--- src/design/bpa_pkg.sv ---
// shared types, constants and codes for the bitmap page allocator
package bpa_pkg;

  // bitmap organisation
  localparam int unsigned WORD_BITS     = 64;
  localparam int unsigned BIT_W         = 6;
  localparam int unsigned MAX_PAGES_DEF = 1024;

  // field and register widths
  localparam int unsigned ADDR_W   = 48;
  localparam int unsigned PB_W     = 22;
  localparam int unsigned CNT_W    = 11;
  localparam int unsigned ABYTES_W = 32;
  localparam int unsigned PIDX_W   = 10;
  localparam int unsigned STAT_W   = 2;
  localparam int unsigned CFG_IDX_W = 2;
  localparam int unsigned CFG_DATA_W = 48;

  // derived datapath widths
  localparam int unsigned SCAN_W = CNT_W - BIT_W + 1;
  localparam int unsigned PROD_W = CNT_W + PB_W;
  localparam int unsigned DIVD_W = ABYTES_W;
  localparam int unsigned QUO_W  = CNT_W;

  // register reset values
  localparam logic [ADDR_W-1:0]   ARENA_BASE_RST  = '0;
  localparam logic [PB_W-1:0]     PAGE_BYTES_RST  = PB_W'(4096);
  localparam logic [CNT_W-1:0]    PAGE_COUNT_RST  = CNT_W'(1024);
  localparam logic [ABYTES_W-1:0] ARENA_BYTES_RST = ABYTES_W'(4194304);

  // configuration register indexes
  typedef enum logic [CFG_IDX_W-1:0] {
    CFG_ARENA_BASE  = 2'd0,
    CFG_PAGE_BYTES  = 2'd1,
    CFG_PAGE_COUNT  = 2'd2,
    CFG_ARENA_BYTES = 2'd3
  } bpa_cfg_e;

  // request operations
  typedef enum logic {
    FUNC_ALLOC = 1'b0,
    FUNC_FREE  = 1'b1
  } bpa_func_e;

  // result status codes
  typedef enum logic [STAT_W-1:0] {
    STAT_DONE  = 2'd0,
    STAT_FULL  = 2'd1,
    STAT_RANGE = 2'd2
  } bpa_status_e;

  // sequencer states
  typedef enum logic [3:0] {
    S_CLEAR,
    S_IDLE,
    S_SCAN,
    S_MUL,
    S_ADD,
    S_CHECK,
    S_LIMIT,
    S_DIV,
    S_READ,
    S_WRITE,
    S_EMIT
  } bpa_state_e;

  // request payload
  typedef struct packed {
    logic              func;
    logic [ADDR_W-1:0] free_addr;
  } bpa_in_t;

  // result payload
  typedef struct packed {
    logic [ADDR_W-1:0] page_addr;
    logic [PIDX_W-1:0] page_index;
    logic [STAT_W-1:0] status;
  } bpa_out_t;

  // live configuration seen by the sequencer
  typedef struct packed {
    logic [ADDR_W-1:0]   arena_base;
    logic [PB_W-1:0]     page_bytes;
    logic [ABYTES_W-1:0] arena_bytes;
    logic [CNT_W-1:0]    eff_count;
  } bpa_cfg_t;

  // divider request and response
  typedef struct packed {
    logic              start;
    logic [DIVD_W-1:0] dividend;
    logic [PB_W-1:0]   divisor;
  } bpa_div_req_t;

  typedef struct packed {
    logic             done;
    logic [QUO_W-1:0] quotient;
  } bpa_div_rsp_t;

endpackage

--- src/design/bpa_ram.sv ---
// generic single-write, single-read memory with registered read data
module bpa_ram #(
  parameter int unsigned WIDTH = 64,
  parameter int unsigned DEPTH = 16,
  localparam int unsigned AW = (DEPTH > 1) ? $clog2(DEPTH) : 1
) (
  input  logic             clk_i,
  input  logic             we_i,
  input  logic [AW-1:0]    waddr_i,
  input  logic [WIDTH-1:0] wdata_i,
  input  logic             re_i,
  input  logic [AW-1:0]    raddr_i,
  output logic [WIDTH-1:0] rdata_o
);

  logic [WIDTH-1:0] mem_q [DEPTH];
  logic [WIDTH-1:0] rdata_q;

  // write port
  always_ff @(posedge clk_i) begin
    if (we_i) begin
      mem_q[waddr_i] <= wdata_i;
    end
  end

  // registered read port
  always_ff @(posedge clk_i) begin
    if (re_i) begin
      rdata_q <= mem_q[raddr_i];
    end
  end

  assign rdata_o = rdata_q;

endmodule

--- src/design/bpa_div.sv ---
// restoring divider, one quotient bit per cycle, for the page index of a free
module bpa_div import bpa_pkg::*; (
  input  logic         clk_i,
  input  logic         rst_ni,
  input  bpa_div_req_t req_i,
  output bpa_div_rsp_t rsp_o
);

  localparam int unsigned K_W = $clog2(QUO_W);

  logic              busy_q, busy_d;
  logic              done_q, done_d;
  logic [K_W-1:0]    k_q, k_d;
  logic [DIVD_W-1:0] rem_q, rem_d;
  logic [PB_W-1:0]   dsr_q, dsr_d;
  logic [QUO_W-1:0]  quo_q, quo_d;
  logic [DIVD_W:0]   shifted;
  logic [DIVD_W+1:0] diff;

  // trial subtract of the divisor aligned to the current quotient bit
  always_comb begin
    shifted = (DIVD_W + 1)'(dsr_q) << k_q;
    diff    = {2'b00, rem_q} - {1'b0, shifted};
    busy_d  = busy_q;
    done_d  = 1'b0;
    k_d     = k_q;
    rem_d   = rem_q;
    dsr_d   = dsr_q;
    quo_d   = quo_q;
    if (req_i.start) begin
      busy_d = 1'b1;
      k_d    = K_W'(QUO_W - 1);
      rem_d  = req_i.dividend;
      dsr_d  = req_i.divisor;
      quo_d  = '0;
    end else if (busy_q) begin
      if (!diff[DIVD_W+1]) begin
        rem_d        = diff[DIVD_W-1:0];
        quo_d[k_q]   = 1'b1;
      end
      if (k_q == '0) begin
        busy_d = 1'b0;
        done_d = 1'b1;
      end else begin
        k_d = k_q - 1'b1;
      end
    end
  end

  // control flops
  always_ff @(posedge clk_i or negedge rst_ni) begin
    if (!rst_ni) begin
      busy_q <= 1'b0;
      done_q <= 1'b0;
    end else begin
      busy_q <= busy_d;
      done_q <= done_d;
    end
  end

  // datapath flops
  always_ff @(posedge clk_i) begin
    k_q   <= k_d;
    rem_q <= rem_d;
    dsr_q <= dsr_d;
    quo_q <= quo_d;
  end

  assign rsp_o.done     = done_q;
  assign rsp_o.quotient = quo_q;

endmodule

--- src/design/bpa_ctrl.sv ---
// sequencer: bitmap memory, first-fit scan, free path and result staging
module bpa_ctrl import bpa_pkg::*; #(
  parameter int unsigned MAX_PAGES = MAX_PAGES_DEF
) (
  input  logic     clk_i,
  input  logic     rst_ni,
  input  bpa_cfg_t cfg_i,
  input  logic     in_valid_i,
  output logic     in_stall_o,
  input  bpa_in_t  in_data_i,
  output logic     res_valid_o,
  input  logic     res_take_i,
  output bpa_out_t res_data_o
);

  localparam int unsigned MAP_WORDS = (MAX_PAGES + WORD_BITS - 1) / WORD_BITS;
  localparam int unsigned WADDR_W   = (MAP_WORDS > 1) ? $clog2(MAP_WORDS) : 1;

  bpa_state_e state_q, state_d;

  logic [WADDR_W-1:0]  clr_q, clr_d;
  logic [SCAN_W-1:0]   iw_q, iw_d;
  logic [SCAN_W-1:0]   cw_q, cw_d;
  logic                rv_q, rv_d;
  logic [ADDR_W-1:0]   op_addr_q, op_addr_d;
  logic [CNT_W-1:0]    idx_q, idx_d;
  logic [PROD_W-1:0]   prod_q, prod_d;
  logic                in_range_q, in_range_d;
  logic [DIVD_W-1:0]   offs_q, offs_d;
  logic [PROD_W-1:0]   lim_q, lim_d;
  bpa_out_t            res_q, res_d;

  // memory port signals
  logic                 mem_we, mem_re;
  logic [WADDR_W-1:0]   mem_waddr, mem_raddr;
  logic [WORD_BITS-1:0] mem_wdata, mem_rdata;

  // scan helpers
  logic                 issue_ok;
  logic [CNT_W:0]       rem_pages;
  logic [WORD_BITS-1:0] lim_mask;
  logic [WORD_BITS-1:0] avail;
  logic                 found;
  logic [BIT_W-1:0]     first_j;

  // free path helpers
  logic [ADDR_W:0]      end_sum;
  logic [WADDR_W-1:0]   free_word;
  logic [WORD_BITS-1:0] free_mask;

  bpa_div_req_t div_req;
  bpa_div_rsp_t div_rsp;

  bpa_ram #(
    .WIDTH (WORD_BITS),
    .DEPTH (MAP_WORDS)
  ) u_map_ram (
    .clk_i   (clk_i),
    .we_i    (mem_we),
    .waddr_i (mem_waddr),
    .wdata_i (mem_wdata),
    .re_i    (mem_re),
    .raddr_i (mem_raddr),
    .rdata_o (mem_rdata)
  );

  bpa_div u_div (
    .clk_i  (clk_i),
    .rst_ni (rst_ni),
    .req_i  (div_req),
    .rsp_o  (div_rsp)
  );

  // word-level scan: pages of the returned word that lie below the count and are free
  always_comb begin
    issue_ok  = {iw_q, {BIT_W{1'b0}}} < {1'b0, cfg_i.eff_count};
    rem_pages = {1'b0, cfg_i.eff_count} - {cw_q, {BIT_W{1'b0}}};
    if (rem_pages >= (CNT_W + 1)'(WORD_BITS)) begin
      lim_mask = '1;
    end else begin
      lim_mask = (WORD_BITS'(1) << rem_pages[BIT_W-1:0]) - WORD_BITS'(1);
    end
    avail   = ~mem_rdata & lim_mask;
    found   = |avail;
    first_j = '0;
    for (int j = WORD_BITS - 1; j >= 0; j--) begin
      if (avail[j]) begin
        first_j = BIT_W'(j);
      end
    end
  end

  // free path address decode
  always_comb begin
    end_sum   = {1'b0, cfg_i.arena_base} + (ADDR_W + 1)'(cfg_i.arena_bytes);
    free_word = WADDR_W'(idx_q >> BIT_W);
    free_mask = WORD_BITS'(1) << idx_q[BIT_W-1:0];
  end

  // next state, memory control and datapath updates
  always_comb begin
    state_d     = state_q;
    clr_d       = clr_q;
    iw_d        = iw_q;
    cw_d        = cw_q;
    rv_d        = rv_q;
    op_addr_d   = op_addr_q;
    idx_d       = idx_q;
    prod_d      = prod_q;
    in_range_d  = in_range_q;
    offs_d      = offs_q;
    lim_d       = lim_q;
    res_d       = res_q;
    mem_we      = 1'b0;
    mem_waddr   = '0;
    mem_wdata   = '0;
    mem_re      = 1'b0;
    mem_raddr   = '0;
    div_req     = '0;
    in_stall_o  = 1'b1;
    res_valid_o = 1'b0;

    case (state_q)
      // sweep zeros through the bitmap after reset
      S_CLEAR: begin
        mem_we    = 1'b1;
        mem_waddr = clr_q;
        if (clr_q == WADDR_W'(MAP_WORDS - 1)) begin
          state_d = S_IDLE;
        end else begin
          clr_d = clr_q + 1'b1;
        end
      end

      // take one request
      S_IDLE: begin
        in_stall_o = 1'b0;
        if (in_valid_i) begin
          op_addr_d = in_data_i.free_addr;
          iw_d      = '0;
          rv_d      = 1'b0;
          if (in_data_i.func == FUNC_FREE) begin
            state_d = S_CHECK;
          end else begin
            state_d = S_SCAN;
          end
        end
      end

      // stream word reads, examine the previous word each cycle
      S_SCAN: begin
        if (issue_ok) begin
          mem_re    = 1'b1;
          mem_raddr = WADDR_W'(iw_q);
          iw_d      = iw_q + 1'b1;
          cw_d      = iw_q;
        end
        rv_d = issue_ok;
        if (rv_q && found) begin
          mem_we    = 1'b1;
          mem_waddr = WADDR_W'(cw_q);
          mem_wdata = mem_rdata | (WORD_BITS'(1) << first_j);
          idx_d     = CNT_W'({cw_q, first_j});
          state_d   = S_MUL;
        end else if (!issue_ok) begin
          res_d.page_addr  = '0;
          res_d.page_index = '0;
          res_d.status     = STAT_FULL;
          state_d          = S_EMIT;
        end
      end

      // page offset of the allocated page
      S_MUL: begin
        prod_d  = PROD_W'(idx_q) * PROD_W'(cfg_i.page_bytes);
        state_d = S_ADD;
      end

      S_ADD: begin
        res_d.page_addr  = cfg_i.arena_base + ADDR_W'(prod_q);
        res_d.page_index = PIDX_W'(idx_q);
        res_d.status     = STAT_DONE;
        state_d          = S_EMIT;
      end

      // containment check and page limit of the free address
      S_CHECK: begin
        in_range_d = (op_addr_q >= cfg_i.arena_base) && ({1'b0, op_addr_q} < end_sum);
        offs_d     = DIVD_W'(op_addr_q - cfg_i.arena_base);
        lim_d      = PROD_W'(cfg_i.eff_count) * PROD_W'(cfg_i.page_bytes);
        state_d    = S_LIMIT;
      end

      S_LIMIT: begin
        if (!in_range_q || (cfg_i.page_bytes == '0) || (PROD_W'(offs_q) >= lim_q)) begin
          res_d.page_addr  = '0;
          res_d.page_index = '0;
          res_d.status     = STAT_RANGE;
          state_d          = S_EMIT;
        end else begin
          div_req.start    = 1'b1;
          div_req.dividend = offs_q;
          div_req.divisor  = cfg_i.page_bytes;
          state_d          = S_DIV;
        end
      end

      S_DIV: begin
        if (div_rsp.done) begin
          idx_d   = div_rsp.quotient;
          state_d = S_READ;
        end
      end

      // read-modify-write of the word that holds the freed page
      S_READ: begin
        mem_re    = 1'b1;
        mem_raddr = free_word;
        state_d   = S_WRITE;
      end

      S_WRITE: begin
        mem_we           = 1'b1;
        mem_waddr        = free_word;
        mem_wdata        = mem_rdata & ~free_mask;
        res_d.page_addr  = '0;
        res_d.page_index = PIDX_W'(idx_q);
        res_d.status     = STAT_DONE;
        state_d          = S_EMIT;
      end

      // hand the result to the output register
      S_EMIT: begin
        res_valid_o = 1'b1;
        if (res_take_i) begin
          state_d = S_IDLE;
        end
      end

      default: begin
        state_d = S_IDLE;
      end
    endcase
  end

  // control flops
  always_ff @(posedge clk_i or negedge rst_ni) begin
    if (!rst_ni) begin
      state_q <= S_CLEAR;
      clr_q   <= '0;
      rv_q    <= 1'b0;
    end else begin
      state_q <= state_d;
      clr_q   <= clr_d;
      rv_q    <= rv_d;
    end
  end

  // datapath flops
  always_ff @(posedge clk_i) begin
    iw_q       <= iw_d;
    cw_q       <= cw_d;
    op_addr_q  <= op_addr_d;
    idx_q      <= idx_d;
    prod_q     <= prod_d;
    in_range_q <= in_range_d;
    offs_q     <= offs_d;
    lim_q      <= lim_d;
    res_q      <= res_d;
  end

  assign res_data_o = res_q;

endmodule

--- src/design/bitmap_page_allocator_unit.sv ---
// Page allocator for one arena, one bitmap bit per page, first fit. An allocate
// scans the bitmap memory one 64-bit word per cycle with reads streamed back to
// back. A free checks the address against the arena, divides the offset by the
// page size in a restoring divider (one quotient bit per cycle, 11 bits) and
// clears the bit with a read-modify-write. One request is in flight at a time;
// the next is taken while the previous result still waits in the output
// register. After reset the bitmap memory is cleared word by word, during
// which no request is taken; configuration writes are taken at any time and
// must only be issued while the block is idle.
module bitmap_page_allocator_unit import bpa_pkg::*; #(
  parameter int unsigned MAX_PAGES = MAX_PAGES_DEF
) (
  input  logic                  clk_i,
  input  logic                  rst_ni,
  input  logic                  cfg_valid_i,
  output logic                  cfg_ready_o,
  input  logic [CFG_IDX_W-1:0]  cfg_index_i,
  input  logic [CFG_DATA_W-1:0] cfg_data_i,
  input  logic                  in_valid_i,
  output logic                  in_stall_o,
  input  bpa_in_t               in_data_i,
  output logic                  out_valid_o,
  input  logic                  out_stall_i,
  output bpa_out_t              out_data_o
);

  logic [ADDR_W-1:0]   arena_base_q;
  logic [PB_W-1:0]     page_bytes_q;
  logic [CNT_W-1:0]    page_count_q;
  logic [ABYTES_W-1:0] arena_bytes_q;

  bpa_cfg_t cfg;
  logic     res_valid, res_take;
  bpa_out_t res_data;
  logic     out_valid_q, out_valid_d;
  bpa_out_t out_data_q;

  assign cfg_ready_o = 1'b1;

  // configuration registers
  always_ff @(posedge clk_i or negedge rst_ni) begin
    if (!rst_ni) begin
      arena_base_q  <= ARENA_BASE_RST;
      page_bytes_q  <= PAGE_BYTES_RST;
      page_count_q  <= PAGE_COUNT_RST;
      arena_bytes_q <= ARENA_BYTES_RST;
    end else if (cfg_valid_i && cfg_ready_o) begin
      case (bpa_cfg_e'(cfg_index_i))
        CFG_ARENA_BASE:  arena_base_q  <= ADDR_W'(cfg_data_i);
        CFG_PAGE_BYTES:  page_bytes_q  <= PB_W'(cfg_data_i);
        CFG_PAGE_COUNT:  page_count_q  <= CNT_W'(cfg_data_i);
        CFG_ARENA_BYTES: arena_bytes_q <= ABYTES_W'(cfg_data_i);
        default: begin
        end
      endcase
    end
  end

  // page count saturated at the bitmap capacity
  always_comb begin
    cfg.arena_base  = arena_base_q;
    cfg.page_bytes  = page_bytes_q;
    cfg.arena_bytes = arena_bytes_q;
    if (32'(page_count_q) > MAX_PAGES) begin
      cfg.eff_count = CNT_W'(MAX_PAGES);
    end else begin
      cfg.eff_count = page_count_q;
    end
  end

  bpa_ctrl #(
    .MAX_PAGES (MAX_PAGES)
  ) u_ctrl (
    .clk_i       (clk_i),
    .rst_ni      (rst_ni),
    .cfg_i       (cfg),
    .in_valid_i  (in_valid_i),
    .in_stall_o  (in_stall_o),
    .in_data_i   (in_data_i),
    .res_valid_o (res_valid),
    .res_take_i  (res_take),
    .res_data_o  (res_data)
  );

  // output register, loaded when empty or when its transfer completes
  assign res_take = res_valid && (!out_valid_q || !out_stall_i);

  always_comb begin
    out_valid_d = out_valid_q;
    if (res_take) begin
      out_valid_d = 1'b1;
    end else if (!out_stall_i) begin
      out_valid_d = 1'b0;
    end
  end

  always_ff @(posedge clk_i or negedge rst_ni) begin
    if (!rst_ni) begin
      out_valid_q <= 1'b0;
    end else begin
      out_valid_q <= out_valid_d;
    end
  end

  always_ff @(posedge clk_i) begin
    if (res_take) begin
      out_data_q <= res_data;
    end
  end

  assign out_valid_o = out_valid_q;
  assign out_data_o  = out_data_q;

endmodule

--- config.mk ---
export PLATFORM = sky130hd
export DESIGN_NAME = bitmap_page_allocator_unit
export DESIGN_NICKNAME = d
export VERILOG_FILES = /design/src/design/bpa_pkg.sv /design/src/design/bpa_ram.sv /design/src/design/bpa_div.sv /design/src/design/bpa_ctrl.sv /design/src/design/bitmap_page_allocator_unit.sv
export SDC_FILE = /design/constraint.sdc
export NUM_CORES = 2
export LEC_CHECK = 0
export BUFFER_PORTS_ARGS = -buffer_cell sky130_fd_sc_hd__buf_2
export CELL_PAD_IN_SITES_DETAIL_PLACEMENT = 1
export CELL_PAD_IN_SITES_GLOBAL_PLACEMENT = 1
export CORE_MARGIN = 2
export CORE_UTILIZATION = 40
export DETAILED_ROUTE_END_ITERATION = 12
export MAX_ROUTING_LAYER = met4
export PLACE_DENSITY = 0.69
export SKIP_LAST_GASP = 1
export SLEW_MARGIN = 15
export SYNTH_ARGS = -nofsm -noshare
export SYNTH_HDL_FRONTEND = slang
export SYNTH_HIERARCHICAL = 1
export SYNTH_SLANG_ARGS = --single-unit
export TNS_END_PERCENT = 10
--- constraint.sdc ---
create_clock -name clk_i -period 13.93 [get_ports clk_i]
set_input_delay 2.786 -clock clk_i [delete_from_list [all_inputs] [get_ports clk_i]]
set_output_delay 2.786 -clock clk_i [all_outputs]
set_load 0.005 [all_outputs]
==> metrics <==
total track usage=24.6%; Post-synth EDFFs=1,432; num rows=171; critical-path cell list=nor2b_4, buf_4, or4_1, nor2_1, inv_1, ha_1, buf_4, and2_1, a21oi_1, o21ai_0, o41ai_1, and4_1, nor4b_4, nand2_1, nor2_2, a21oi_4, buf_4, a222oi_1, inv_1, nand2b_1, nor2_4, buf_4; cell mode on critical path=buf_4; drt pass-1 iters=5; WHS=392 ps; total of max-cap violations=0; DIE HEIGHT=472 um; worst slew pin tran=1210 ps; Final Hold Violating Endpoints=0; CTS root buffer=clkbuf_16; Ports=167; clk_lat worst skew=850 ps; Syn Std Cell Area=0.0876 mm^2; CP Max Fanout=54; synthesis-stage register bit count=1,572; yosys warns=6; crit end category=flip-flop; # hold bufs at CTS=0; Via density=5.80; crit path buf inv count=6; sum of negative setup slack=0 ps; final WL=269,000 um; H-tree lvl count=4; Worst setup SP type=flip-flop; die footprint=0.223 mm^2; Post-route DRC=0; Area growth syn-to-layout=11.6%; post-synthesis adder-cell area fraction=13.8%; Crit Path Class=reg2reg; sequential area share after synthesis=53.0%; RSZ-0062 raised after global routing=no; mux cell area share after synthesis=8.69%; Worst Setup SP=page_count_q[10]$_DFFE_PN1P_; combinational family with the most area after synthesis=adder cells; via count=56,671; Yosys cell types=114; Post-synth ARST share=7.95%; Pwr Total=23.3 mW; antenna-violating nets left=0; top_reg_cell synth=edfxtp_1; crit path to=u_ctrl/u_map_ram/mem_q[9][0]$_DFFE_PP_; Starting Density=40.3%; R2R setup slack=4580 ps; post-DP HPWL=185,000 um; final setup violating endpoints=0; Critical Path AT=9790 ps; worst r2r src=page_count_q[10]$_DFFE_PN1P_; post-CTS sizing=0; worst stage delay on the critical path=1140 ps; Num CTS Buffers=168; share of cells above drive strength 1=16.2%; area leader, netlist=edfxtp_1; Clock Sink Count=1,572; top post-synthesis cells by area=edfxtp_1 (49%), fa_1 (8.3%), mux4_2 (6.7%); Syn Area/Cell=13.2 um^2; Pleak=36.7 nW; GPL Wtd Cong=0.926; cells after synthesis=6,632; Fmax=0.107 GHz; register area=0.0464 mm^2; VDD IR-drop max=0.239 mV; Post-Synth XOR/XNOR Area=1.93%; vias in the first global route=60,493; Detailed Route Iter0 Violations=4,819; Total Nets Final=7,628; reg2reg path depth=22; status=finished clean; multi-input logic area=0.0382 mm^2; RR Endpoint=u_ctrl/u_map_ram/mem_q[9][0]$_DFFE_PP_; count leader, synth=edfxtp_1; Slew Viols, Final=0; Tmin final=9350 ps; largest net degree at the start of global routing=136; post-layout util=45.0%; Power Dens Cells=238 mW/mm^2; Slew headroom=18.9%; CP required=14,380 ps; fill cell total of the finished layout=22,055; postcts setup bufs=0; slowest CP cell=dfstp_2; crit share post-route=67.1%; share of the synthesized area in the top cell type=49.1%; Post-Synth Simple-Gate Area=9.34%; clock skew=82.8 ps; gr ovfl total=0; Die X=472 um; core footprint=0.217 mm^2; initial antenna violation count=14; Max Root-Sink Buffers=3; critical path's top delay family=simple AND/OR/NAND/NOR gates; placed inst area=0.0919 mm^2; cell count along the critical path=22; first-pass GRT wire length=400,000 um; most instantiated cells after synthesis=edfxtp_1 (1,432), nand2_1 (637), inv_1 (511); fin area=0.0977 mm^2; Worst Hold Class=reg2reg; number of port buffers=165; routed length per placed instance=27.5 um; CTS tree=built; Synth Area in Compound Gates=9.31%; clock-pin slew on the worst setup and hold paths=60 ps; syn_nets=7,482
==> layout by cell type (no fill, tap or decap), types with 24 or more instances in the layout <==
cell / instances
edfxtp_1: 1432
and3_1: 80
a21oi_1: 269
o31ai_1: 29
nor3_1: 81
a31oi_1: 47
nor2_1: 234
nand2_1: 637
mux2_2: 123
inv_1: 510
clkinv_1: 31
nand2b_1: 53
or3_1: 26
mux4_2: 262
ha_1: 383
and2_1: 194
mux2i_1: 30
nand4_1: 47
clkinv_2: 29
a22oi_1: 132
fa_1: 363
o21a_1: 52
dfrtp_1: 122
o21ai_0: 239
nand3_1: 81
a211oi_1: 31
nor2b_1: 73
a21o_1: 100
buf_2: 164
xor2_1: 74
clkbuf_1: 24
buf_4: 137
nor4_1: 25
xnor2_1: 118
clkbuf_16: 169
==> report_power, final <==
group | internal [mW] | switching [mW] | total [mW] | leakage (nW)
sequential | 6.52 | 0.476 | 7.00 | 14.8
clock | 2.68 | 2.01 | 4.68 | 2.76
combinational | 4.57 | 7.03 | 11.6 | 19.1
total | 13.8 | 9.52 | 23.3 | 36.7
==> worst reg2reg max path, stage by stage (launching register included) <==
cell	delay, ps
dfstp_2	1140
nor2b_4	80
buf_4	330
or4_1	770
nor2_1	280
inv_1	80
ha_1	370
buf_4	310
and2_1	290
a21oi_1	140
o21ai_0	110
o41ai_1	560
and4_1	420
nor4b_4	360
nand2_1	220
nor2_2	300
a21oi_4	80
buf_4	300
a222oi_1	430
inv_1	230
nand2b_1	390
nor2_4	920
buf_4	820
==> state kept, by name, indices dropped and copies added, names as in the netlist, 32 cells and up <==
name and flops:
u_ctrl/offs_q 32, u_ctrl/res_data_o 60, arena_base_q 48, u_ctrl/prod_q 33, out_data_o 60, arena_bytes_q 32
u_ctrl/u_map_ram/mem_q 1024, u_ctrl/op_addr_q 48, u_ctrl/u_div/rem_q 32, u_ctrl/u_map_ram/rdata_o 64, u_ctrl/lim_q 33
==> metal layers <==
metal	GRT usage [%]	share of wire [%]	vias up
met5	-	0	-
met4	8.16	3.3	0
met3	3.05	5.2	412
met2	40.2	49	1723
met1	32.0	42	29817
li1	-	-	24719
==> worst min path at each step <==
stage	start	end	slack, ps	cells after the start
5_1_grt	u_ctrl/res_data_o[25]$_DFFE_PP_	out_data_o[25]$_DFFE_PP_	390	0
6_report	u_ctrl/res_data_o[27]$_DFFE_PP_	out_data_o[27]$_DFFE_PP_	390	0
3_5_place_dp	u_ctrl/res_data_o[13]$_DFFE_PP_	out_data_o[13]$_DFFE_PP_	410	0
2_1_floorplan	u_ctrl/res_data_o[0]$_DFFE_PP_	out_data_o[0]$_DFFE_PP_	400	0
4_1_cts	u_ctrl/res_data_o[27]$_DFFE_PP_	out_data_o[27]$_DFFE_PP_	390	0
3_3_place_gp	u_ctrl/res_data_o[39]$_DFFE_PP_	out_data_o[39]$_DFFE_PP_	400	0
==> kinds of logic after synthesis <==
family                   Yosys count
XOR/XNOR                         193
multiplexers                     417
adder cells (fa/ha/maj)          746
buffers and inverters            839
AO/OA/AOI/OAI                   1201
other                              1
flip-flops                      1572
AND/OR/NAND/NOR                 1663
==> layout make-up <==
cell class	count	share of cell area (%)
inverter	512	1.97
multi-input combinational	4221	39.0
timing repair buffer	303	1.92
clock buffer	194	4.43
tap	2854	3.65
antenna	2	0.00512
clock inverter	118	1.47
sequential	1572	47.5
==> stage by stage <==
| stage | std cells | setup slack [ps] |
|---|---|---|
| final | 9776 | 4580 |
| after global routing | 9775 | 4160 |
| after CTS | 9773 | 4700 |
| after detailed placement | 9461 | 4760 |
| after global placement | 9461 | 5070 |
| after floorplan | 6632 | 3720 |
(Power assumes the default switching activity.)
